[src/design/hhf_pkg.sv]
package hhf_pkg;

  localparam int SHARDS = 8;
  localparam int NODES  = 16;

  localparam int NODE_W  = (NODES > 1) ? $clog2(NODES) : 1;
  localparam int SHARD_W = (SHARDS > 1) ? $clog2(SHARDS) : 1;

  localparam int IDX_W    = 4;
  localparam int HEALTH_W = 2;
  localparam int MISS_W   = 8;
  localparam int THR_W    = 8;
  localparam int CNT_W    = 4;
  localparam int FSHARD_W = 3;
  localparam int EPOCH_W  = 32;

  localparam int ADDR_W = 5;
  localparam int DATA_W = 32;

  localparam logic [THR_W-1:0]   SUSPECT_RST = THR_W'(2);
  localparam logic [THR_W-1:0]   DOWN_RST    = THR_W'(3);
  localparam logic               BACKUP_RST  = 1'b1;
  localparam logic [CNT_W-1:0]   SHARDS_RST  = CNT_W'(8);
  localparam logic [EPOCH_W-1:0] EPOCH_RST   = EPOCH_W'(1);

  localparam logic [MISS_W-1:0] MISS_MAX = '1;

  localparam logic [2:0] REG_SUSPECT = 3'd0;
  localparam logic [2:0] REG_DOWN    = 3'd1;
  localparam logic [2:0] REG_BACKUPS = 3'd2;
  localparam logic [2:0] REG_SHARDS  = 3'd3;
  localparam logic [2:0] REG_EPOCH   = 3'd4;

  typedef enum logic [HEALTH_W-1:0] {
    H_HEALTHY = 2'd0,
    H_SUSPECT = 2'd1,
    H_DOWN    = 2'd2
  } health_t;

  typedef struct packed {
    logic [THR_W-1:0] suspect_after;
    logic [THR_W-1:0] down_after;
    logic [CNT_W-1:0] shards_in_use;
  } cfg_t;

  typedef struct packed {
    logic               epoch_ld;
    logic [EPOCH_W-1:0] epoch_val;
    logic               backup_ld;
    logic               backup_val;
  } cfg_ld_t;

  typedef struct packed {
    logic in_ready;
    logic take;
    logic update;
    logic check;
    logic load_out;
  } cmd_t;

  typedef struct packed {
    logic in_valid;
    logic out_room;
  } status_t;

endpackage

[src/design/hhf_if.sv]
interface hhf_in_if;
  logic                     valid;
  logic                     ready;
  logic [hhf_pkg::IDX_W-1:0] node_index;
  logic                     node_alive;

  modport source (output valid, output node_index, output node_alive, input ready);
  modport sink (input valid, input node_index, input node_alive, output ready);
endinterface

interface hhf_out_if;
  logic                         valid;
  logic                         ready;
  logic [hhf_pkg::HEALTH_W-1:0] health_state;
  logic [hhf_pkg::MISS_W-1:0]   miss_total;
  logic                         state_changed;
  logic                         failover_done;
  logic [hhf_pkg::FSHARD_W-1:0] failover_shard;
  logic [hhf_pkg::IDX_W-1:0]    new_primary;
  logic [hhf_pkg::EPOCH_W-1:0]  map_epoch;

  modport source (output valid, output health_state, output miss_total,
                  output state_changed, output failover_done, output failover_shard,
                  output new_primary, output map_epoch, input ready);
  modport sink (input valid, input health_state, input miss_total,
                input state_changed, input failover_done, input failover_shard,
                input new_primary, input map_epoch, output ready);
endinterface

[src/design/hhf_regs.sv]
module hhf_regs (
  input  logic                          clk,
  input  logic                          rst_n,
  input  logic                          psel,
  input  logic                          penable,
  input  logic                          pwrite,
  input  logic [hhf_pkg::ADDR_W-1:0]    paddr,
  input  logic [hhf_pkg::DATA_W-1:0]    pwdata,
  output logic [hhf_pkg::DATA_W-1:0]    prdata,
  output logic                          pready,
  output hhf_pkg::cfg_t                 cfg,
  output hhf_pkg::cfg_ld_t              ld
);
  import hhf_pkg::*;

  logic [THR_W-1:0]   suspect_r;
  logic [THR_W-1:0]   down_r;
  logic               backups_r;
  logic [CNT_W-1:0]   shards_r;
  logic [EPOCH_W-1:0] epoch_start_r;
  logic [2:0]         reg_idx;
  logic               wr_en;

  assign pready  = 1'b1;
  assign reg_idx = paddr[ADDR_W-1:2];
  assign wr_en   = psel & penable & pwrite & pready;

  always_ff @(posedge clk) begin
    if (!rst_n) begin
      suspect_r     <= SUSPECT_RST;
      down_r        <= DOWN_RST;
      backups_r     <= BACKUP_RST;
      shards_r      <= SHARDS_RST;
      epoch_start_r <= EPOCH_RST;
    end else if (wr_en) begin
      case (reg_idx)
        REG_SUSPECT: suspect_r     <= pwdata[THR_W-1:0];
        REG_DOWN:    down_r        <= pwdata[THR_W-1:0];
        REG_BACKUPS: backups_r     <= pwdata[0];
        REG_SHARDS:  shards_r      <= pwdata[CNT_W-1:0];
        REG_EPOCH:   epoch_start_r <= pwdata[EPOCH_W-1:0];
        default: ;
      endcase
    end
  end

  always_comb begin
    case (reg_idx)
      REG_SUSPECT: prdata = DATA_W'(suspect_r);
      REG_DOWN:    prdata = DATA_W'(down_r);
      REG_BACKUPS: prdata = DATA_W'(backups_r);
      REG_SHARDS:  prdata = DATA_W'(shards_r);
      REG_EPOCH:   prdata = DATA_W'(epoch_start_r);
      default:     prdata = '0;
    endcase
  end

  assign cfg.suspect_after = suspect_r;
  assign cfg.down_after    = down_r;
  assign cfg.shards_in_use = shards_r;

  assign ld.epoch_ld   = wr_en && (reg_idx == REG_EPOCH);
  assign ld.epoch_val  = pwdata[EPOCH_W-1:0];
  assign ld.backup_ld  = wr_en && (reg_idx == REG_BACKUPS);
  assign ld.backup_val = pwdata[0];

endmodule

[src/design/hhf_ctrl.sv]
module hhf_ctrl (
  input  logic             clk,
  input  logic             rst_n,
  input  hhf_pkg::status_t status,
  output hhf_pkg::cmd_t    cmd
);
  import hhf_pkg::*;

  typedef enum logic [3:0] {
    S_IDLE = 4'b0001,
    S_UPD  = 4'b0010,
    S_CHK  = 4'b0100,
    S_FIN  = 4'b1000
  } state_t;

  state_t state_r, state_nxt;

  always_comb begin
    state_nxt = state_r;
    case (state_r)
      S_IDLE: if (status.in_valid) state_nxt = S_UPD;
      S_UPD:  state_nxt = S_CHK;
      S_CHK:  state_nxt = S_FIN;
      S_FIN:  if (status.out_room) state_nxt = S_IDLE;
      default: state_nxt = S_IDLE;
    endcase
  end

  always_ff @(posedge clk) begin
    if (!rst_n) begin
      state_r <= S_IDLE;
    end else begin
      state_r <= state_nxt;
    end
  end

  assign cmd.in_ready = (state_r == S_IDLE);
  assign cmd.take     = (state_r == S_IDLE) && status.in_valid;
  assign cmd.update   = (state_r == S_UPD);
  assign cmd.check    = (state_r == S_CHK);
  assign cmd.load_out = (state_r == S_FIN) && status.out_room;

endmodule

[src/design/hhf_dp.sv]
module hhf_dp (
  input  logic               clk,
  input  logic               rst_n,
  input  hhf_pkg::cfg_t      cfg,
  input  hhf_pkg::cfg_ld_t   ld,
  input  hhf_pkg::cmd_t      cmd,
  output hhf_pkg::status_t   status,
  hhf_in_if.sink             in_if,
  hhf_out_if.source          out_if
);
  import hhf_pkg::*;

  // per-node state
  logic [MISS_W-1:0] miss_r   [NODES];
  health_t           health_r [NODES];
  logic              ever_r   [NODES];

  // shard map
  logic [NODE_W-1:0] primary_r [SHARDS];
  logic [NODE_W-1:0] backup_r  [SHARDS];
  logic              bvalid_r  [SHARDS];
  logic [EPOCH_W-1:0] epoch_r;

  // item in flight
  logic [NODE_W-1:0]  node_r;
  logic               alive_r;
  logic               node_ok_r;
  health_t            st_r;
  logic [MISS_W-1:0]  miss_out_r;
  logic               chg_r;
  logic               trig_r;
  logic               found_r;
  logic [SHARD_W-1:0] fsh_r;
  logic               done_r;

  // result register
  logic                out_valid_r;
  health_t             o_state_r;
  logic [MISS_W-1:0]   o_miss_r;
  logic                o_chg_r;
  logic                o_done_r;
  logic [FSHARD_W-1:0] o_shard_r;
  logic [IDX_W-1:0]    o_prim_r;
  logic [EPOCH_W-1:0]  o_epoch_r;

  logic [NODE_W-1:0]  bnode;
  logic [NODE_W-1:0]  rd_addr;
  logic [MISS_W-1:0]  rd_miss;
  health_t            rd_health;
  logic               rd_ever;
  logic [MISS_W-1:0]  miss_nxt;
  health_t            health_nxt;
  logic               chg_c;
  logic               trig_c;
  logic               found_c;
  logic [SHARD_W-1:0] fsh_c;
  logic               swap;

  assign status.in_valid = in_if.valid;
  assign status.out_room = !out_valid_r || out_if.ready;
  assign in_if.ready     = cmd.in_ready;

  assign bnode     = backup_r[fsh_r];
  assign rd_addr   = cmd.check ? bnode : node_r;
  assign rd_miss   = miss_r[rd_addr];
  assign rd_health = health_r[rd_addr];
  assign rd_ever   = ever_r[rd_addr];

  always_comb begin
    if (alive_r) begin
      miss_nxt = '0;
    end else if (rd_miss == MISS_MAX) begin
      miss_nxt = rd_miss;
    end else begin
      miss_nxt = rd_miss + MISS_W'(1);
    end
    if (alive_r) begin
      health_nxt = H_HEALTHY;
    end else if (miss_nxt >= cfg.down_after) begin
      health_nxt = H_DOWN;
    end else if (miss_nxt >= cfg.suspect_after) begin
      health_nxt = H_SUSPECT;
    end else begin
      health_nxt = rd_health;
    end
  end

  assign chg_c  = node_ok_r && (health_nxt != rd_health);
  assign trig_c = chg_c && (health_nxt == H_DOWN) && (rd_ever || alive_r);

  // lowest shard in use whose primary is the probed node
  always_comb begin
    found_c = 1'b0;
    fsh_c   = '0;
    for (int s = SHARDS - 1; s >= 0; s--) begin
      if ((s < int'(cfg.shards_in_use)) && (primary_r[s] == node_r)) begin
        found_c = 1'b1;
        fsh_c   = SHARD_W'(s);
      end
    end
  end

  assign swap = cmd.check && trig_r && found_r && bvalid_r[fsh_r] &&
                (rd_health == H_HEALTHY);

  always_ff @(posedge clk) begin
    if (!rst_n) begin
      for (int i = 0; i < NODES; i++) begin
        miss_r[i]   <= '0;
        health_r[i] <= H_HEALTHY;
        ever_r[i]   <= 1'b0;
      end
      for (int s = 0; s < SHARDS; s++) begin
        primary_r[s] <= NODE_W'(2 * s);
        backup_r[s]  <= NODE_W'(2 * s + 1);
        bvalid_r[s]  <= BACKUP_RST;
      end
      epoch_r     <= EPOCH_RST;
      trig_r      <= 1'b0;
      found_r     <= 1'b0;
      done_r      <= 1'b0;
      out_valid_r <= 1'b0;
    end else begin
      if (ld.epoch_ld) begin
        epoch_r <= ld.epoch_val;
      end
      if (ld.backup_ld) begin
        for (int s = 0; s < SHARDS; s++) begin
          bvalid_r[s] <= ld.backup_val;
        end
      end

      if (cmd.update) begin
        if (node_ok_r) begin
          miss_r[node_r]   <= miss_nxt;
          health_r[node_r] <= health_nxt;
          ever_r[node_r]   <= rd_ever | alive_r;
        end
        trig_r  <= trig_c;
        found_r <= found_c;
        fsh_r   <= fsh_c;
      end

      if (cmd.check) begin
        done_r <= swap;
        if (swap) begin
          primary_r[fsh_r] <= bnode;
          backup_r[fsh_r]  <= primary_r[fsh_r];
          epoch_r          <= epoch_r + EPOCH_W'(1);
        end
      end

      if (cmd.load_out) begin
        out_valid_r <= 1'b1;
      end else if (out_if.ready) begin
        out_valid_r <= 1'b0;
      end
    end
  end

  // payload
  always_ff @(posedge clk) begin
    if (cmd.take) begin
      node_r    <= NODE_W'(in_if.node_index);
      alive_r   <= in_if.node_alive;
      node_ok_r <= (int'(in_if.node_index) < NODES);
    end
    if (cmd.update) begin
      st_r       <= node_ok_r ? health_nxt : H_HEALTHY;
      miss_out_r <= node_ok_r ? miss_nxt : '0;
      chg_r      <= chg_c;
    end
    if (cmd.load_out) begin
      o_state_r <= st_r;
      o_miss_r  <= miss_out_r;
      o_chg_r   <= chg_r;
      o_done_r  <= done_r;
      o_shard_r <= done_r ? FSHARD_W'(fsh_r) : '0;
      o_prim_r  <= done_r ? IDX_W'(primary_r[fsh_r]) : '0;
      o_epoch_r <= epoch_r;
    end
  end

  assign out_if.valid          = out_valid_r;
  assign out_if.health_state   = o_state_r;
  assign out_if.miss_total     = o_miss_r;
  assign out_if.state_changed  = o_chg_r;
  assign out_if.failover_done  = o_done_r;
  assign out_if.failover_shard = o_shard_r;
  assign out_if.new_primary    = o_prim_r;
  assign out_if.map_epoch      = o_epoch_r;

  a_swap_epoch: assert property (@(posedge clk) disable iff (!rst_n)
    swap |=> (epoch_r == $past(epoch_r) + EPOCH_W'(1)))
    else $error("epoch did not advance on failover");

  a_done_down: assert property (@(posedge clk) disable iff (!rst_n)
    (cmd.load_out && done_r) |-> (chg_r && (st_r == H_DOWN)))
    else $error("failover reported without a fresh down state");

  a_check_order: assert property (@(posedge clk) disable iff (!rst_n)
    cmd.check |-> $past(cmd.update))
    else $error("shard check without preceding node update");

endmodule

[src/design/heartbeat_health_failover.sv]
// a beat is taken in idle, then update and check; finish waits for output room
// one item at a time: the sequencer walks node
//   read-modify-write, shard search and backup check/swap through one read port
// a result waiting in the output register does not block the next input beat
// reset: synchronous, active low; registers, node state, shard map and epoch
//   return to their defaults
module heartbeat_health_failover (
  input  logic                       clk,
  input  logic                       rst_n,
  hhf_in_if.sink                     in_if,
  hhf_out_if.source                  out_if,
  input  logic                       psel,
  input  logic                       penable,
  input  logic                       pwrite,
  input  logic [hhf_pkg::ADDR_W-1:0] paddr,
  input  logic [hhf_pkg::DATA_W-1:0] pwdata,
  output logic [hhf_pkg::DATA_W-1:0] prdata,
  output logic                       pready
);
  import hhf_pkg::*;

  cfg_t    cfg;
  cfg_ld_t ld;
  cmd_t    cmd;
  status_t status;

  hhf_regs u_regs (
    .clk     (clk),
    .rst_n   (rst_n),
    .psel    (psel),
    .penable (penable),
    .pwrite  (pwrite),
    .paddr   (paddr),
    .pwdata  (pwdata),
    .prdata  (prdata),
    .pready  (pready),
    .cfg     (cfg),
    .ld      (ld)
  );

  hhf_ctrl u_ctrl (
    .clk    (clk),
    .rst_n  (rst_n),
    .status (status),
    .cmd    (cmd)
  );

  hhf_dp u_dp (
    .clk    (clk),
    .rst_n  (rst_n),
    .cfg    (cfg),
    .ld     (ld),
    .cmd    (cmd),
    .status (status),
    .in_if  (in_if),
    .out_if (out_if)
  );

endmodule

[src/flat_wrapper.sv]
// flat-port wrapper written by rule: the top's interface ports become plain ports
module heartbeat_health_failover_flat import hhf_pkg::*;
  (clk, rst_n, psel, penable, pwrite, paddr, pwdata, prdata, pready, in_if_valid, in_if_node_index, in_if_node_alive, in_if_ready, out_if_valid, out_if_health_state, out_if_miss_total, out_if_state_changed, out_if_failover_done, out_if_failover_shard, out_if_new_primary, out_if_map_epoch, out_if_ready);
  hhf_in_if in_if_i ();
  hhf_out_if out_if_i ();
  input  logic clk;
  input  logic rst_n;
  input  logic psel;
  input  logic penable;
  input  logic pwrite;
  input  logic [hhf_pkg::ADDR_W-1:0] paddr;
  input  logic [hhf_pkg::DATA_W-1:0] pwdata;
  output logic [hhf_pkg::DATA_W-1:0] prdata;
  output logic pready;
  input wire logic [$bits(in_if_i.valid)-1:0] in_if_valid;
  input wire logic [$bits(in_if_i.node_index)-1:0] in_if_node_index;
  input wire logic [$bits(in_if_i.node_alive)-1:0] in_if_node_alive;
  output wire logic [$bits(in_if_i.ready)-1:0] in_if_ready;
  output wire logic [$bits(out_if_i.valid)-1:0] out_if_valid;
  output wire logic [$bits(out_if_i.health_state)-1:0] out_if_health_state;
  output wire logic [$bits(out_if_i.miss_total)-1:0] out_if_miss_total;
  output wire logic [$bits(out_if_i.state_changed)-1:0] out_if_state_changed;
  output wire logic [$bits(out_if_i.failover_done)-1:0] out_if_failover_done;
  output wire logic [$bits(out_if_i.failover_shard)-1:0] out_if_failover_shard;
  output wire logic [$bits(out_if_i.new_primary)-1:0] out_if_new_primary;
  output wire logic [$bits(out_if_i.map_epoch)-1:0] out_if_map_epoch;
  input wire logic [$bits(out_if_i.ready)-1:0] out_if_ready;
  assign in_if_i.valid = in_if_valid;
  assign in_if_i.node_index = in_if_node_index;
  assign in_if_i.node_alive = in_if_node_alive;
  assign in_if_ready = in_if_i.ready;
  assign out_if_valid = out_if_i.valid;
  assign out_if_health_state = out_if_i.health_state;
  assign out_if_miss_total = out_if_i.miss_total;
  assign out_if_state_changed = out_if_i.state_changed;
  assign out_if_failover_done = out_if_i.failover_done;
  assign out_if_failover_shard = out_if_i.failover_shard;
  assign out_if_new_primary = out_if_i.new_primary;
  assign out_if_map_epoch = out_if_i.map_epoch;
  assign out_if_i.ready = out_if_ready;
  heartbeat_health_failover u_core (.clk(clk), .rst_n(rst_n), .in_if(in_if_i), .out_if(out_if_i), .psel(psel), .penable(penable), .pwrite(pwrite), .paddr(paddr), .pwdata(pwdata), .prdata(prdata), .pready(pready));
endmodule
[config.mk]
export PLATFORM = sky130hd
export DESIGN_NAME = heartbeat_health_failover_flat
export DESIGN_NICKNAME = d
export VERILOG_FILES = /design/src/design/hhf_pkg.sv /design/src/design/hhf_if.sv /design/src/design/hhf_regs.sv /design/src/design/hhf_ctrl.sv /design/src/design/hhf_dp.sv /design/src/design/heartbeat_health_failover.sv /design/src/flat_wrapper.sv
export SDC_FILE = /design/constraint.sdc
export NUM_CORES = 1
export LEC_CHECK = 0
export BUFFER_PORTS_ARGS = -buffer_cell sky130_fd_sc_hd__clkbuf_2
export CAP_MARGIN = 20
export CORE_MARGIN = 8
export CORE_UTILIZATION = 55
export CTS_CLUSTER_SIZE = 10
export DETAILED_ROUTE_END_ITERATION = 8
export PLACE_DENSITY = 0.82
export REMOVE_ABC_BUFFERS = 1
export SYNTH_ARGS = -nofsm -noshare
export SYNTH_HDL_FRONTEND = slang
export SYNTH_SLANG_ARGS = --single-unit
export TNS_END_PERCENT = 50
[constraint.sdc]
create_clock -name clk -period 9.9 [get_ports clk]
set_input_delay 2.97 -clock clk [delete_from_list [all_inputs] [get_ports clk]]
set_output_delay 2.97 -clock clk [all_outputs]
set_load 0.05 [all_outputs]
# Yosys cells after proc, flatten, opt, wreduce, memory -nomap -nowiden
# Memory sizes are Yosys's and may differ from the RTL's.
# Cells that the tools add are included.
totals:
  ff_bits: 163
  latch_bits: 0
  ramBits: 248
  rom_bits: 0
  input_bits: 49
  out_inout_bits: 86
  wordCells: 178
  n_memories: 6
op_classes:
  addsub: 2
  n_mul: 0
  div_mod_pow: 0
  n_lt_le_gt_ge: 10
  eq_ne: 21
  shifts: 0
  n_mux: 64
  n_bitwise: 11
  n_reduce_logical: 38
mem_list:
  columns: ["memory", "words", "word_bits", "read_ports", "rd_ports_with_merged_regs", "wr", "line", "source"]
  rows:
  - ["u_core.u_dp.miss_r", 16, 8, 1, 0, 16, "hhf_dp.sv:14", "logic [MISS_W-1:0] miss_r [NODES];"]
  - ["u_core.u_dp.backup_r", 8, 4, 1, 0, 8, "hhf_dp.sv:20", "logic [NODE_W-1:0] backup_r [SHARDS];"]
  - ["u_core.u_dp.health_r", 16, 2, 1, 0, 16, "hhf_dp.sv:15", "health_t health_r [NODES];"]
  - ["u_core.u_dp.primary_r", 8, 4, 9, 0, 8, "hhf_dp.sv:19", "logic [NODE_W-1:0] primary_r [SHARDS];"]
  - ["u_core.u_dp.ever_r", 16, 1, 1, 0, 16, "hhf_dp.sv:16", "logic ever_r [NODES];"]
  - ["u_core.u_dp.bvalid_r", 8, 1, 1, 0, 8, "hhf_dp.sv:21", "logic bvalid_r [SHARDS];"]
op_table:
  columns: ["operator", "count"]
  rows:
  - ["$pmux W32 S5", 1]
  - ["$mux W32", 3]
  - ["$mux W1", 36]
  - ["$add A32 B1 Y32 const B", 1]
  - ["$eq A4 B4 Y1", 8]
  - ["$mux W4", 8]
  - ["$mux W8", 3]
  - ["$logic_and A1 B1 Y1", 18]
  - ["$mux W3", 6]
  - ["$ge A8 B8 Y1", 2]
  - ["$lt A3 B4 Y1 const A", 4]
  - ["$pmux W4 S4", 1]
  - ["$reduce_and A2 Y1", 7]
  - ["$mux W2", 6]
  - ["$reduce_or A4 Y1", 3]
  - ["$or A1 B1 Y1", 9]
  - ["$add A8 B1 Y8 const B", 1]
  - ["$eq A8 B8 Y1 const B", 1]
  - ["$lt A1 B4 Y1 const A", 2]
  - ["$lt A2 B4 Y1 const A", 2]
  - ["$reduce_or A8 Y1", 1]
  - ["$eq A3 B2 Y1 const B", 2]
  - ["$eq A4 B1 Y1 const B", 1]
  - ["$eq A4 B2 Y1 const B", 1]
  - ["15 further kinds", 19]

# Depth between registers and ports, before layout
# Gate-level depths: netlist of run 1.
# An unclocked memory read counts as a cell.
depth:
  ltp_word: 13
  depth_mapped: 29
  ltp_nobuf: 24

# By module
# A second synthesis of run 1 with hierarchy kept.
hier_totals:
  hier_cells: 1804
  hier_area_um2: 20266.9
by_module_without_submodules:
  columns: ["mod", "instances", "cells_per_inst", "area_each_um2", "seq_area_each_um2"]
  rows:
  - ["hhf_dp", 1, 1468, 17307.8, 9929.5]
  - ["hhf_regs", 1, 315, 2770.2, 1061.0]
  - ["hhf_ctrl", 1, 21, 188.9, 80.1]

# Worst setup path after synthesis of run 1
# No wires, ideal clock.
synth_timing:
  kind: "input-to-output"
  from: "in paddr[2] (netlist bit)"
  to: "out prdata[1] (netlist bit)"
  arrival_ps: 4962
  t_required_ps: 6930
  path_slack_ps: 1968
  path_stages: 6
  path_buffers: 2
  cell_sequence: "clkbuf_1 -> buf_1 -> mux2i_1 -> nor2_1 -> a31oi_1 -> o21ai_0"
synth_via:
  elab_chain_len: 2
synth_lines:
  columns: ["item", "line", "source"]
  rows:
  - ["start: declaration", "flat_wrapper.sv:11", "input logic [hhf_pkg::ADDR_W-1:0] paddr;"]
  - ["$eq A3 B3 Y1, or another cell as far along", "hhf_regs.sv:48", "case (reg_idx)"]
  - ["$pmux W32 S5 (*)", "hhf_regs.sv:48", null]
  - ["end: declaration", "flat_wrapper.sv:13", "output logic [hhf_pkg::DATA_W-1:0] prdata;"]
# Mark *: on every way between the ends. The rest lies on a longest branch, timed or not.

# Worst setup path after layout of run 1
layout_timing:
  from: "reg u_core.u_dp.fsh_r[0]"
  to: "reg u_core.u_dp.chg_r, data pin"
layout_via:
  elab_chain_len: 11
layout_lines:
  columns: ["item", "line", "source"]
  rows:
  - ["start: declaration", "hhf_dp.sv:33", "logic [SHARD_W-1:0] fsh_r;"]
  - ["start signal: assignment", "hhf_dp.sv:141", "fsh_r <= fsh_c;"]
  - ["$mem_v2 Z8 W4 (*)", null, null]
  - ["$mux W4 (*)", "hhf_dp.sv:64", "assign rd_addr = cmd.check ? bnode : node_r;"]
  - ["$mem_v2 Z16 W8 (*)", null, null]
  - ["$add A8 B1 Y8 / $eq A8 B8 Y1 (equally long branches)", "hhf_dp.sv:75, hhf_dp.sv:72", null]
  - ["$mux W8 (*)", "hhf_dp.sv:72", "end else if (rd_miss == MISS_MAX) begin"]
  - ["$mux W8 (*)", "hhf_dp.sv:70", "if (alive_r) begin"]
  - ["net u_core.u_dp.miss_nxt[1]", "hhf_dp.sv:51", "logic [MISS_W-1:0] miss_nxt;"]
  - ["$ge A8 B8 Y1", "hhf_dp.sv:81", "end else if (miss_nxt >= cfg.suspect_after) begin"]
  - ["$mux W2", "hhf_dp.sv:81", null]
  - ["$mux W2 (*)", "hhf_dp.sv:79", "end else if (miss_nxt >= cfg.down_after) begin"]
  - ["$mux W2 (*)", "hhf_dp.sv:77", "if (alive_r) begin"]
  - ["$ne A2 B2 Y1 (*)", "hhf_dp.sv:88", "assign chg_c = node_ok_r && (health_nxt != rd_health);"]
  - ["net u_core.u_dp.chg_c", "hhf_dp.sv:53", "logic chg_c;"]
  - ["end signal: assignment", "hhf_dp.sv:171", "chg_r <= chg_c;"]
  - ["end: declaration", "hhf_dp.sv:30", "logic chg_r;"]
# The timed path passes the listed nets; every way through them passes the cells marked *.
# A chain may end at the register's enable or synchronous reset.

==> impl_metrics.csv, run 1 <==
group,metric,value,unit
layout,nets,2027,
cts,clk_pin_slew,60,ps
power_and_ir_drop,comb_power_share,10.3,%
layout,drive_gt1_share,15.2,%
layout,final_cell_count_no_fill,2458,
setup_path,r2r_setup_slack,1220,ps
cts,cts-root-buf,"clkbuf_16",
setup_path,worstSetupPathType,"reg -> reg",
setup_path,critPathMaxFanout,23,
global_route,grt_overflow,0,
setup_path,worstPathRequired,10190,ps
detailed_routing,routed_wl,52400,microns
setup_path,worstSetupStartpoint,"u_core.u_dp.fsh_r[0]$_SDFFCE_PP0P_",
yosys,synthAdderAreaFrac,1.15,%
place,hpwlAfterDp,34700,microns
sta,min_period,8680,ps
yosys,ys_types,83,
setup_path,startpoint_type,"flip-flop",
place,pre_cts_ws,1580,ps
power_and_ir_drop,finalPower,3.82,mW
yosys,postSynthCellCount,1875,
power_and_ir_drop,switchingPower,0.946,mW
sta,slew_headroom,31.8,%
floorplan,start_util,55.5,%
floorplan,io-pin-count,135,
yosys,avgSynthCellArea,10.5,sq um
place,placed_area,20500,sq um
cts,clk-insertion-delay-late,550,ps
cts,hold_buffers,0,
power_and_ir_drop,intPower,2.87,mW
sta,worstMarginPinSlew,995,ps
cts,cts_buffer_depth,3,
yosys,ys_seq_area_share,56.5,%
power_and_ir_drop,pwr-share-seq,49.1,%
sta,fmax,115,MHz
layout,final_common_cell,"edfxtp_1",
detailed_routing,drtIter0Drc,2020,
status,status,"finished, final reports clean",
min_path,hold_class,"reg -> reg",
detailed_routing,vias_per_cell,6.34,
yosys,ys_ff_latch,405,
detailed_routing,detail-route-antenna-nets,0,
yosys,synth_compound_area_share,9.00,%
place,port_buffers,131,
yosys,synth_flop_cell,"edfxtp_1",
setup_path,critPathCaptureType,"flip-flop",
sta,hold_violations,0,
detailed_routing,drcViolationCount,0,
layout,ff_latch_area,11100,sq um
yosys,yosys.area_share.xor_xnor,1.68,%
floorplan,row_count,69,
yosys,synth_mux_area_share,8.30,%
power_and_ir_drop,ir_worst_vdd,0.000149,V
layout,syn2layout_area_growth,11.8,%
sta,slew_violations,0,
cts,cts_tree,"done",
global_route,grt_pass1_vias,15200,
sta,layout_setup_ws,1220,ps
cts,cts_resized,0,
yosys,synth_warnings,0,
floorplan,core,35300,sq um
flow_run,drv_cap,0,
layout,postLayoutCoreUtil,62.1,%
cts,h-tree-depth,2,
floorplan,dieArea,41900,sq um
detailed_routing,wl_per_cell,21.3,microns
power_and_ir_drop,power_switching_share,24.8,%
place,dp_cells,2369,
yosys,synth_top_area_share,45.3,%
setup_path,r2r_end,"u_core.u_dp.chg_r$_DFFE_PP_",
floorplan,die_h,205,microns
global_route,antenna_found_initial,2,
global_route,grtUsageTotal,24.4,%
sta,fin_setup_tns,0,ps
yosys,synth-simple-area-share,19.7,%
yosys,yosys.area.top_type,"edfxtp_1",
power_and_ir_drop,pwr-share-clk,40.6,%
layout,multi_input_area,7870,sq um
detailed_routing,vias,15600,
layout,most-common-layout-cells,"edfxtp_1 (296), nor2_1 (279), nand2_1 (269), clkbuf_2 (132), mux2i_1 (114)",
yosys,async_flop_share,0,%
sta,setup_violations,0,
layout,final_area,21900,sq um
setup_path,reg2regPathDepth,22,
detailed_routing,dr.pass1.iters,6,
yosys,synth_area_leaders,"edfxtp_1 (45%), dfxtp_1 (11%), mux2i_1 (5.9%)",
yosys,synth_enable_flop_cells,296,
cts,clock-sinks,405,
cts,cts_buffers,46,
sta,hold_ws,447,ps
cts,cts_setup_buffers,0,
yosys,syn_area,19600,sq um
power_and_ir_drop,p_leak,8.17,nW
power_and_ir_drop,p_per_area,174,nW/um^2
yosys,synth_top_family_by_area,"simple AND/OR/NAND/NOR gates",
sta,rsz0062_at_grt,"no",
global_route,grt_max_degree,75,
setup_path,reg2reg_from,"u_core.u_dp.fsh_r[0]$_SDFFCE_PP0P_",
sta,finClkSkew,19.5,ps
layout,nFillCells,2621,
global_route,grt_first_pass_wirelength,82000,microns
sta,period_share,87.7,%
place,place.gp.congestion,0.926,
setup_path,crit_arrival,8980,ps
setup_path,crit_end,"u_core.u_dp.chg_r$_DFFE_PP_",
floorplan,die_w,205,microns
==> per-layer routing <==
metal	part of all wire (%)	vias up	GRT usage (%)
li1	-	6896	-
met1	37	7504	31.0
met3	11	162	5.20
met2	49	1012	40.2
met5	0.025	-	0
met4	3.4	2	10.2
==> worst min path at each step <==
stage | from | end | slack (ps) | depth (start not counted)
after floorplan | u_core.u_dp.st_r[0]$_DFFE_PP_ | u_core.u_dp.out_if.health_state[0]$_DFFE_PP_ | 400 | 0
after global placement | u_core.u_dp.miss_out_r[3]$_DFFE_PP_ | u_core.u_dp.out_if.miss_total[3]$_DFFE_PP_ | 430 | 0
after detailed placement | u_core.u_dp.st_r[1]$_DFFE_PP_ | u_core.u_dp.out_if.health_state[1]$_DFFE_PP_ | 400 | 0
after CTS | u_core.u_dp.epoch_r[31]$_SDFF_PN0_ | u_core.u_dp.out_if.map_epoch[31]$_DFFE_PP_ | 450 | 0
after global routing | u_core.u_dp.st_r[1]$_DFFE_PP_ | u_core.u_dp.out_if.health_state[1]$_DFFE_PP_ | 460 | 0
final | u_core.u_dp.miss_out_r[0]$_DFFE_PP_ | u_core.u_dp.out_if.miss_total[0]$_DFFE_PP_ | 450 | 0
==> cell families after synthesis <==
kind of cell / Yosys count
buffers and inverters: 160
muxes: 140
AOI/OAI and AO/OA: 271
adders and majority gates: 18
and+or+nand+nor: 844
xor gates and xnor gates: 36
DFF: 405
other: 1
==> power by group through the flow <==
stage          clock (mW)  combinational (mW)  sequential (mW)
3_3_place_gp            0               0.366             1.91
2_1_floorplan           0               0.234             1.91
4_1_cts              1.56               0.383             1.87
6_report             1.55               0.393             1.88
3_5_place_dp            0               0.377             1.91
5_1_grt              1.62               0.418             1.88
==> state kept, by name, indices dropped and copies added (netlist names), 16 cells and up <==
| signal | count |
|---|---|
| u_core.u_dp.health_r | 32 |
| u_core.u_dp.epoch_r | 32 |
| u_core.u_dp.miss_r | 128 |
| u_core.u_dp.backup_r | 32 |
| u_core.u_dp.primary_r | 32 |
| u_core.u_dp.out_if.map_epoch | 32 |
| u_core.u_dp.ever_r | 16 |
| u_core.u_regs.epoch_start_r | 32 |
==> final cells by class <==
cell class | instances | share of cell area (%)
tap | 461 | 2.63
antenna | 1 | 0.0114
clock buffer | 83 | 6.07
inverter | 28 | 0.479
sequential | 405 | 50.5
multi-input combinational | 1310 | 35.9
timing repair buffer | 169 | 4.35
clock inverter | 1 | 0.0400
==> cell usage after synthesis (4+ instances only) <==
master	n
inv_1	27
or3_1	7
nand2_1	269
a32oi_1	4
o221ai_1	14
buf_1	9
xnor2_1	17
a21o_1	10
nand3b_1	4
a21oi_1	103
nor4b_1	6
dfxtp_1	109
nor2_1	280
buf_2	36
edfxtp_1	296
a31oi_1	17
a211o_1	4
nor3b_1	8
o311ai_1	5
nor2_2	6
mux2_2	6
buf_4	14
nor3_1	40
mux2i_1	115
or2_2	21
nand2b_1	16
and2_1	16
o211ai_1	4
nand4_1	10
xor2_1	17
and3_1	47
mux4_2	16
a211oi_1	4
nor2b_1	14
ha_1	18
clkbuf_1	70
o2111ai_1	5
o32ai_1	5
o21ai_0	48
nand3_1	78
a22oi_1	4
nor4_2	5
nor3_2	5
a22o_1	7
==> worst max-delay path: stages, from the launching register on <==
cell and delay, ps:
edfxtp_1 970, clkinv_1 560, a211o_1 500, a21o_1 360, o21ai_4 700, nand2_1 450, o32ai_1 590, or2_2 190
and4b_1 330, and2_1 290, mux2i_4 640, nor2_1 250, ha_1 350, a21o_1 160, a21o_1 170, a21o_1 170
a21oi_1 190, nor2b_1 70, o211ai_1 230, and3b_1 210, or3_1 660, xor2_1 230, nand2_1 90
(Power assumes the default switching activity.)
==> run 2, diff against run 1 <==
--- a/config.mk
+++ b/config.mk
@@ -11,7 +11,7 @@
 export CORE_UTILIZATION = 55
 export CTS_CLUSTER_SIZE = 10
 export DETAILED_ROUTE_END_ITERATION = 8
-export PLACE_DENSITY = 0.82
+export PLACE_DENSITY = 0.84
 export REMOVE_ABC_BUFFERS = 1
 export SYNTH_ARGS = -nofsm -noshare
 export SYNTH_HDL_FRONTEND = slang
==> constraint.sdc (replaced) <==
create_clock -name clk -period 7.6 [get_ports clk]
set_input_delay 2.28 -clock clk [delete_from_list [all_inputs] [get_ports clk]]
set_output_delay 2.28 -clock clk [all_outputs]
set_load 0.05 [all_outputs]
==> run 2 against run 1 <==
Net effect:
- sequential share of layout area decreased by 0.23 points
- via count decreased by 0.33%
- first-iteration DRC count decreased by 13%
- register-to-register slack got worse by 780 ps
- sequential power increased by 30%
- largest cell class unchanged
- largest power group unchanged
==> impl_metrics.csv, run 2 (same netlist as run 1, synthesis figures left out) <==
group,metric,value,unit
power_and_ir_drop,pwr-share-seq,48.9,%
setup_path,critPathMaxFanout,20,
sta,fin_setup_tns,0,ps
setup_path,r2r_setup_slack,440,ps
floorplan,start_util,55.5,%
cts,clk-insertion-delay-late,570,ps
flow_run,drv_cap,0,
cts,cts_tree,"done",
floorplan,dieArea,41900,sq um
global_route,grtUsageTotal,25.3,%
layout,final_area,22000,sq um
power_and_ir_drop,pwr-share-clk,40.7,%
min_path,whs_endpoint,"u_core.u_dp.out_if.miss_total[3]$_DFFE_PP_",
detailed_routing,vias_per_cell,6.29,
global_route,grt_overflow,0,
detailed_routing,drtIter0Drc,1767,
setup_path,slowest_delay,860,ps
layout,most-common-layout-cells,"edfxtp_1 (296), nor2_1 (279), nand2_1 (269), clkbuf_2 (131), mux2i_1 (114)",
cts,hold_buffers,0,
setup_path,cp_common_cell,"a21o_1",
detailed_routing,wl_per_cell,21.7,microns
cts,cts-root-buf,"clkbuf_16",
detailed_routing,drcViolationCount,0,
sta,rsz0062_at_grt,"no",
power_and_ir_drop,p_leak,8.23,nW
power_and_ir_drop,switchingPower,1.26,mW
min_path,hold_path.startpoint,"u_core.u_dp.miss_out_r[3]$_DFFE_PP_",
power_and_ir_drop,finalPower,5.00,mW
place,placed_area,20600,sq um
power_and_ir_drop,p_per_area,227,nW/um^2
sta,finClkSkew,29.6,ps
layout,antenna_cells,0,
power_and_ir_drop,ir_worst_vdd,0.000231,V
sta,min_period,7160,ps
floorplan,core,35300,sq um
place,place.gp.congestion,0.946,
global_route,grt_first_pass_wirelength,84600,microns
layout,drive_gt1_share,15.7,%
sta,hold_violations,0,
setup_path,slowest_stage,"edfxtp_1",
status,status,"finished, final reports clean",
sta,worstMarginPinSlew,1150,ps
cts,cts_buffer_depth,3,
floorplan,die_h,205,microns
setup_path,startpoint_type,"flip-flop",
cts,clock-sinks,405,
detailed_routing,dr.pass1.iters,6,
layout,nets,2039,
min_path,hold_class,"reg -> reg",
detailed_routing,routed_wl,53600,microns
global_route,grt_max_degree,75,
power_and_ir_drop,comb_power_share,10.4,%
cts,h-tree-depth,2,
cts,cts_buffers,46,
setup_path,critPathCaptureType,"flip-flop",
layout,largest_reg_flops,128,
detailed_routing,detail-route-antenna-nets,0,
floorplan,row_count,69,
setup_path,worstSetupPathType,"reg -> reg",
power_and_ir_drop,intPower,3.75,mW
layout,syn2layout_area_growth,12.3,%
min_path,whs_path_depth,0,
sta,period_share,94.2,%
layout,final_common_cell,"edfxtp_1",
place,pre_cts_ws,421,ps
sta,slew_headroom,23.5,%
sta,slew_violations,0,
sta,layout_setup_ws,439,ps
place,hpwlAfterDp,35400,microns
power_and_ir_drop,power_switching_share,25.1,%
global_route,grt_pass1_vias,15600,
setup_path,reg2regPathDepth,23,
floorplan,io-pin-count,135,
setup_path,reg2reg_from,"u_core.u_dp.fsh_r[1]$_SDFFCE_PP0P_",
setup_path,crit_arrival,7450,ps
sta,fmax,140,MHz
floorplan,die_w,205,microns
layout,nFillCells,2608,
layout,postLayoutCoreUtil,62.4,%
layout,regMostFlops,"u_core.u_dp.miss_r",
detailed_routing,vias,15500,
sta,setup_violations,0,
cts,clk_pin_slew,60,ps
place,port_buffers,131,
setup_path,r2r_end,"u_core.u_dp.health_r[10][0]$_SDFFCE_PN0P_",
setup_path,crit_path_cell_trace,"mux4_2 > mux2i_4 > o21a_1 > a21oi_1 > a22o_1 > o221ai_2 > ha_1 > and3_1 > and2_1 > xor2_2 > or2_2 > ha_1 > nand2b_1 > a21o_1 > a21o_1 > a21o_1 > a21oi_1 > nor2b_1 > o211ai_1 > and3b_1 > or3_1 > buf_4 > nor2_1",
setup_path,worstPathRequired,7890,ps
global_route,antenna_found_initial,1,
## run 2: critical path: cells and delay by family (launching register included)
kind                     cells  cell delay [ps]
AO/OA/AOI/OAI                9             2530
adder cells (fa/ha/maj)      2              620
AND/OR/NAND/NOR              8             1490
flip-flops                   1              860
XOR/XNOR                     1              120
buffers and inverters        1              280
multiplexers                 2              940
## run 2: power groups by stage
stage	clock network (mW)	registers, mW	logic, mW
floorplan	0	2.48	0.305
CTS	2.03	2.44	0.509
finish	2.04	2.45	0.522
global placement	0	2.49	0.485
detailed placement	0	2.49	0.500
global route	2.12	2.45	0.555
## run 2: per-layer routing
| layer | GRT usage, % | vias up | wire, microns |
|---|---|---|---|
| li1 | - | 6902 | - |
| met1 | 32.4 | 7395 | 20000 |
| met2 | 41.1 | 1051 | 25500 |
| met3 | 5.04 | 175 | 6110 |
| met4 | 11.2 | 2 | 2000 |
| met5 | 0 | - | 13 |
## run 2: timing repair
item,in CTS,in global routing
endpoints found under the setup margin,0,16
buffers inserted,0,0
resized for setup,0,2
## run 2: through the flow
step / std cells / hold slack (ps)
2_1_floorplan: 1743 / 400
3_3_place_gp: 2383 / 420
3_5_place_dp: 2384 / 412
4_1_cts: 2467 / 419
5_1_grt: 2468 / 447
6_report: 2468 / 417
## run 2: worst max path at each step
| stage | start | end | slack (ps) | depth (start not counted) |
|---|---|---|---|---|
| CTS | u_core.u_dp.fsh_r[1]$_SDFFCE_PP0P_ | u_core.u_dp.health_r[10][0]$_SDFFCE_PN0P_ | 270 | 25 |
| finish | u_core.u_dp.fsh_r[1]$_SDFFCE_PP0P_ | u_core.u_dp.health_r[10][0]$_SDFFCE_PN0P_ | 440 | 23 |
| global route | u_core.u_dp.fsh_r[1]$_SDFFCE_PP0P_ | u_core.u_dp.trig_r$_SDFFE_PN0P_ | 120 | 26 |
| global placement | u_core.u_dp.fsh_r[1]$_SDFFCE_PP0P_ | u_core.u_dp.trig_r$_SDFFE_PN0P_ | 660 | 26 |
| floorplan | u_core.u_dp.fsh_r[0]$_SDFFCE_PP0P_ | u_core.u_dp.chg_r$_DFFE_PP_ | -1480 | 22 |
| detailed placement | u_core.u_dp.fsh_r[1]$_SDFFCE_PP0P_ | u_core.u_dp.health_r[10][0]$_SDFFCE_PN0P_ | 420 | 24 |
## run 2: cell type report
cell class	count	area, sq um	share of cell area, %
clock inverters	4	63.8	0.290
well taps	461	577	2.62
multi-input cells	1310	7880	35.8
flip-flops and latches	405	11100	50.3
clock buffers	79	1270	5.79
repair buffers	181	1050	4.77
inverters	28	105	0.477
==> run 3, diff against run 2 <==
--- a/config.mk
+++ b/config.mk
@@ -15,5 +15,6 @@
 export REMOVE_ABC_BUFFERS = 1
 export SYNTH_ARGS = -nofsm -noshare
 export SYNTH_HDL_FRONTEND = slang
+export SYNTH_HIERARCHICAL = 1
 export SYNTH_SLANG_ARGS = --single-unit
 export TNS_END_PERCENT = 50
==> run 3 against run 2 <==
Net effect:
- worst hold slack gained 3.0 ps
- synthesized cell count shrank 3.8%
- fmax hardly changed
- routed wire length is 0.94% higher
- critical path type unchanged
- sequential share of layout area shrank 0.62 points
- clock-buffer cell count decreased by 14
- clock power fell by 3%
- cell count down 4.0%
- design area increased by 1.2%
- clock skew down 3.8 ps
==> impl_metrics.csv, run 3 <==
group,metric,value,unit
detailed_routing,top_layer_used,"met4",
sta,hold_violations,0,
cts,cts_buffer_depth,3,
yosys,synth_area_leaders,"edfxtp_1 (44%), dfxtp_1 (11%), mux2i_1 (5.9%)",
floorplan,core,36400,sq um
yosys,synth_top_area_share,43.9,%
sta,worstMarginPinSlew,1090,ps
layout,drive_gt1_share,17.3,%
floorplan,die_w,208,microns
detailed_routing,vias,15400,
sta,setup_violations,0,
cts,cts_buffers,47,
power_and_ir_drop,p_per_area,218,nW/um^2
detailed_routing,drcViolationCount,0,
global_route,grt_max_degree,98,
setup_path,startpoint_type,"flip-flop",
place,port_buffers,131,
layout,syn2layout_area_growth,10.0,%
layout,multi_input_area,8120,sq um
layout,ff_latch_area,11100,sq um
detailed_routing,wl_met2,26000,microns
layout,largest_reg_flops,128,
sta,fmax,140,MHz
detailed_routing,detail-route-antenna-nets,0,
setup_path,critPathCaptureType,"flip-flop",
setup_path,worstSetupPathType,"reg -> reg",
detailed_routing,routedLengthMet1,20400,microns
detailed_routing,routed_wl,54100,microns
setup_path,worstPathRequired,7900,ps
cts,hold_buffers,0,
place,place.gp.congestion,0.951,
detailed_routing,wl_met3,5830,microns
yosys,avgSynthCellArea,11.2,sq um
min_path,hold_class,"reg -> reg",
sta,min_period,7150,ps
layout,regMostFlops,"u_core/u_dp/miss_r",
yosys,syn_area,20300,sq um
layout,final_area,22300,sq um
yosys,synth_enable_flop_cells,296,
cts,cts_tree,"done",
yosys,synthTopCellsByCount,"edfxtp_1 (296), nand2_1 (208), nor2_1 (179), mux2i_1 (120), dfxtp_1 (109)",
global_route,grt_overflow,0,
power_and_ir_drop,finalPower,4.87,mW
sta,hold_ws,420,ps
sta,slew_violations,0,
cts,cts-root-buf,"clkbuf_16",
yosys,ys_seq_area_share,54.6,%
layout,nets,1948,
floorplan,die_h,208,microns
global_route,grt_first_pass_wirelength,84200,microns
power_and_ir_drop,ir_worst_vdd,0.000209,V
layout,postLayoutCoreUtil,61.2,%
cts,clk-insertion-delay-late,570,ps
global_route,grt_pass1_vias,15100,
layout,final_common_cell,"edfxtp_1",
global_route,grtUsageTotal,24.2,%
sta,rsz0062_at_grt,"no",
floorplan,dieArea,43200,sq um
yosys,async_flop_share,0,%
setup_path,reg2regPathDepth,24,
cts,clk_pin_slew,60,ps
setup_path,critPathMaxFanout,25,
sta,fin_setup_tns,0,ps
detailed_routing,wl_per_cell,22.8,microns
sta,period_share,94.1,%
status,status,"finished, final reports clean",
yosys,synth_flop_cell,"edfxtp_1",
detailed_routing,drtIter0Drc,2153,
floorplan,row_count,70,
cts,cts_resized,0,
place,hpwlAfterDp,36400,microns
sta,finClkSkew,25.9,ps
min_path,whs_path_depth,0,
sta,slew_headroom,27.0,%
setup_path,crit_arrival,7450,ps
flow_run,drv_cap,0,
yosys,synth_warnings,6,
yosys,ys_types,105,
power_and_ir_drop,p_leak,8.24,nW
cts,h-tree-depth,2,
layout,most-common-layout-cells,"edfxtp_1 (296), nand2_1 (208), nor2_1 (179), clkbuf_2 (130), mux2i_1 (120)",
global_route,antenna_found_initial,0,
yosys,postSynthCellCount,1804,
detailed_routing,vias_per_cell,6.51,
yosys,yosys.area.top_type,"edfxtp_1",
detailed_routing,dr.pass1.iters,6,
cts,cts_setup_buffers,0,
floorplan,io-pin-count,135,
layout,antenna_cells,0,
cts,clock-sinks,405,
place,placed_area,21000,sq um
yosys,yosysMostFrequentCell,"edfxtp_1",
floorplan,start_util,55.6,%
layout,nFillCells,2790,
yosys,ys_ff_latch,405,
-- run 3: cell count changes after synthesis, sizes merged, moves of 15 or more --
cell / previous run / this run
nor2: 286 / 182
a21oi: 103 / 36
nand2: 270 / 209
nand4: 11 / 53
buf: 62 / 103
and3: 47 / 27
nor3: 45 / 65
nand4b: 0 / 18
clkbuf: 70 / 53
and2: 16 / 32
o221ai: 17 / 2
-- run 3: path summary, 6_finish.rpt --
check / start / slack [ps] / endpoint
worst max register to register: u_core/u_dp/fsh_r[1]$_SDFFCE_PP0P_ / 450 / u_core/u_dp/health_r[10][1]$_SDFFCE_PN0P_
worst min register to register: u_core/u_dp/miss_out_r[5]$_DFFE_PP_ / 420 / u_core/u_dp/out_if.miss_total[5]$_DFFE_PP_
worst min-delay path: u_core/u_dp/miss_out_r[5]$_DFFE_PP_ / 420 / u_core/u_dp/out_if.miss_total[5]$_DFFE_PP_
worst max-delay path: u_core/u_dp/fsh_r[1]$_SDFFCE_PP0P_ / 450 / u_core/u_dp/health_r[10][1]$_SDFFCE_PN0P_
-- run 3: logic make-up after synthesis --
group,Yosys count,synth area share (%)
multiplexers,165,10.3
AO/OA/AOI/OAI,236,8.48
XOR/XNOR,33,1.52
adder cells (fa/ha/maj),18,1.11
buffers and inverters,195,5.42
other,1,0.0185
flip-flops,405,54.6
AND/OR/NAND/NOR,751,18.5
-- run 3: cell type report --
type	count	share of cell area, %
Clock buffer	65	5.58
Clock inverter	4	0.208
Inverter	39	0.657
Multi-Input combinational cell	1204	36.4
Sequential cell	405	49.6
Tap cell	468	2.63
Timing Repair Buffer	184	4.86
-- run 3: per-layer routing --
metal / track usage [%] / up-vias
met5: 0 / -
li1: - / 6777
met4: 9.25 / 0
met2: 40.0 / 1045
met1: 31.2 / 7432
met3: 4.69 / 169
-- run 3: worst max-delay path, stage by stage, from the launching register on --
cell	delay [ps]
edfxtp_1	1020
nand2_1	440
o22ai_1	450
or2_2	340
o21ai_2	230
nor2_1	430
nand2_1	150
and4_1	280
inv_2	120
ha_1	300
o2111a_4	350
xnor2_4	100
or2_2	300
ha_1	270
nand2b_1	140
a21o_1	180
a21o_1	180
a21o_1	180
a21o_1	170
a21o_1	160
a21o_1	180
a21oi_1	380
a21o_1	170
buf_4	240
nor2_1	80
-- run 3: through the flow --
| stage | std cells | setup slack, ps |
|---|---|---|
| after floorplan | 1648 | 103 |
| after global routing | 2369 | 148 |
| final | 2369 | 445 |
| after CTS | 2366 | 609 |
| after global placement | 2294 | 777 |
| after detailed placement | 2297 | 652 |
-- run 3: power breakdown --
| group | total, mW | switching, mW | internal [mW] |
|---|---|---|---|
| combinational | 0.456 | 0.307 | 0.149 |
| clock | 1.98 | 0.856 | 1.13 |
| sequential | 2.43 | 0.0230 | 2.41 |
| total | 4.87 | 1.19 | 3.69 |
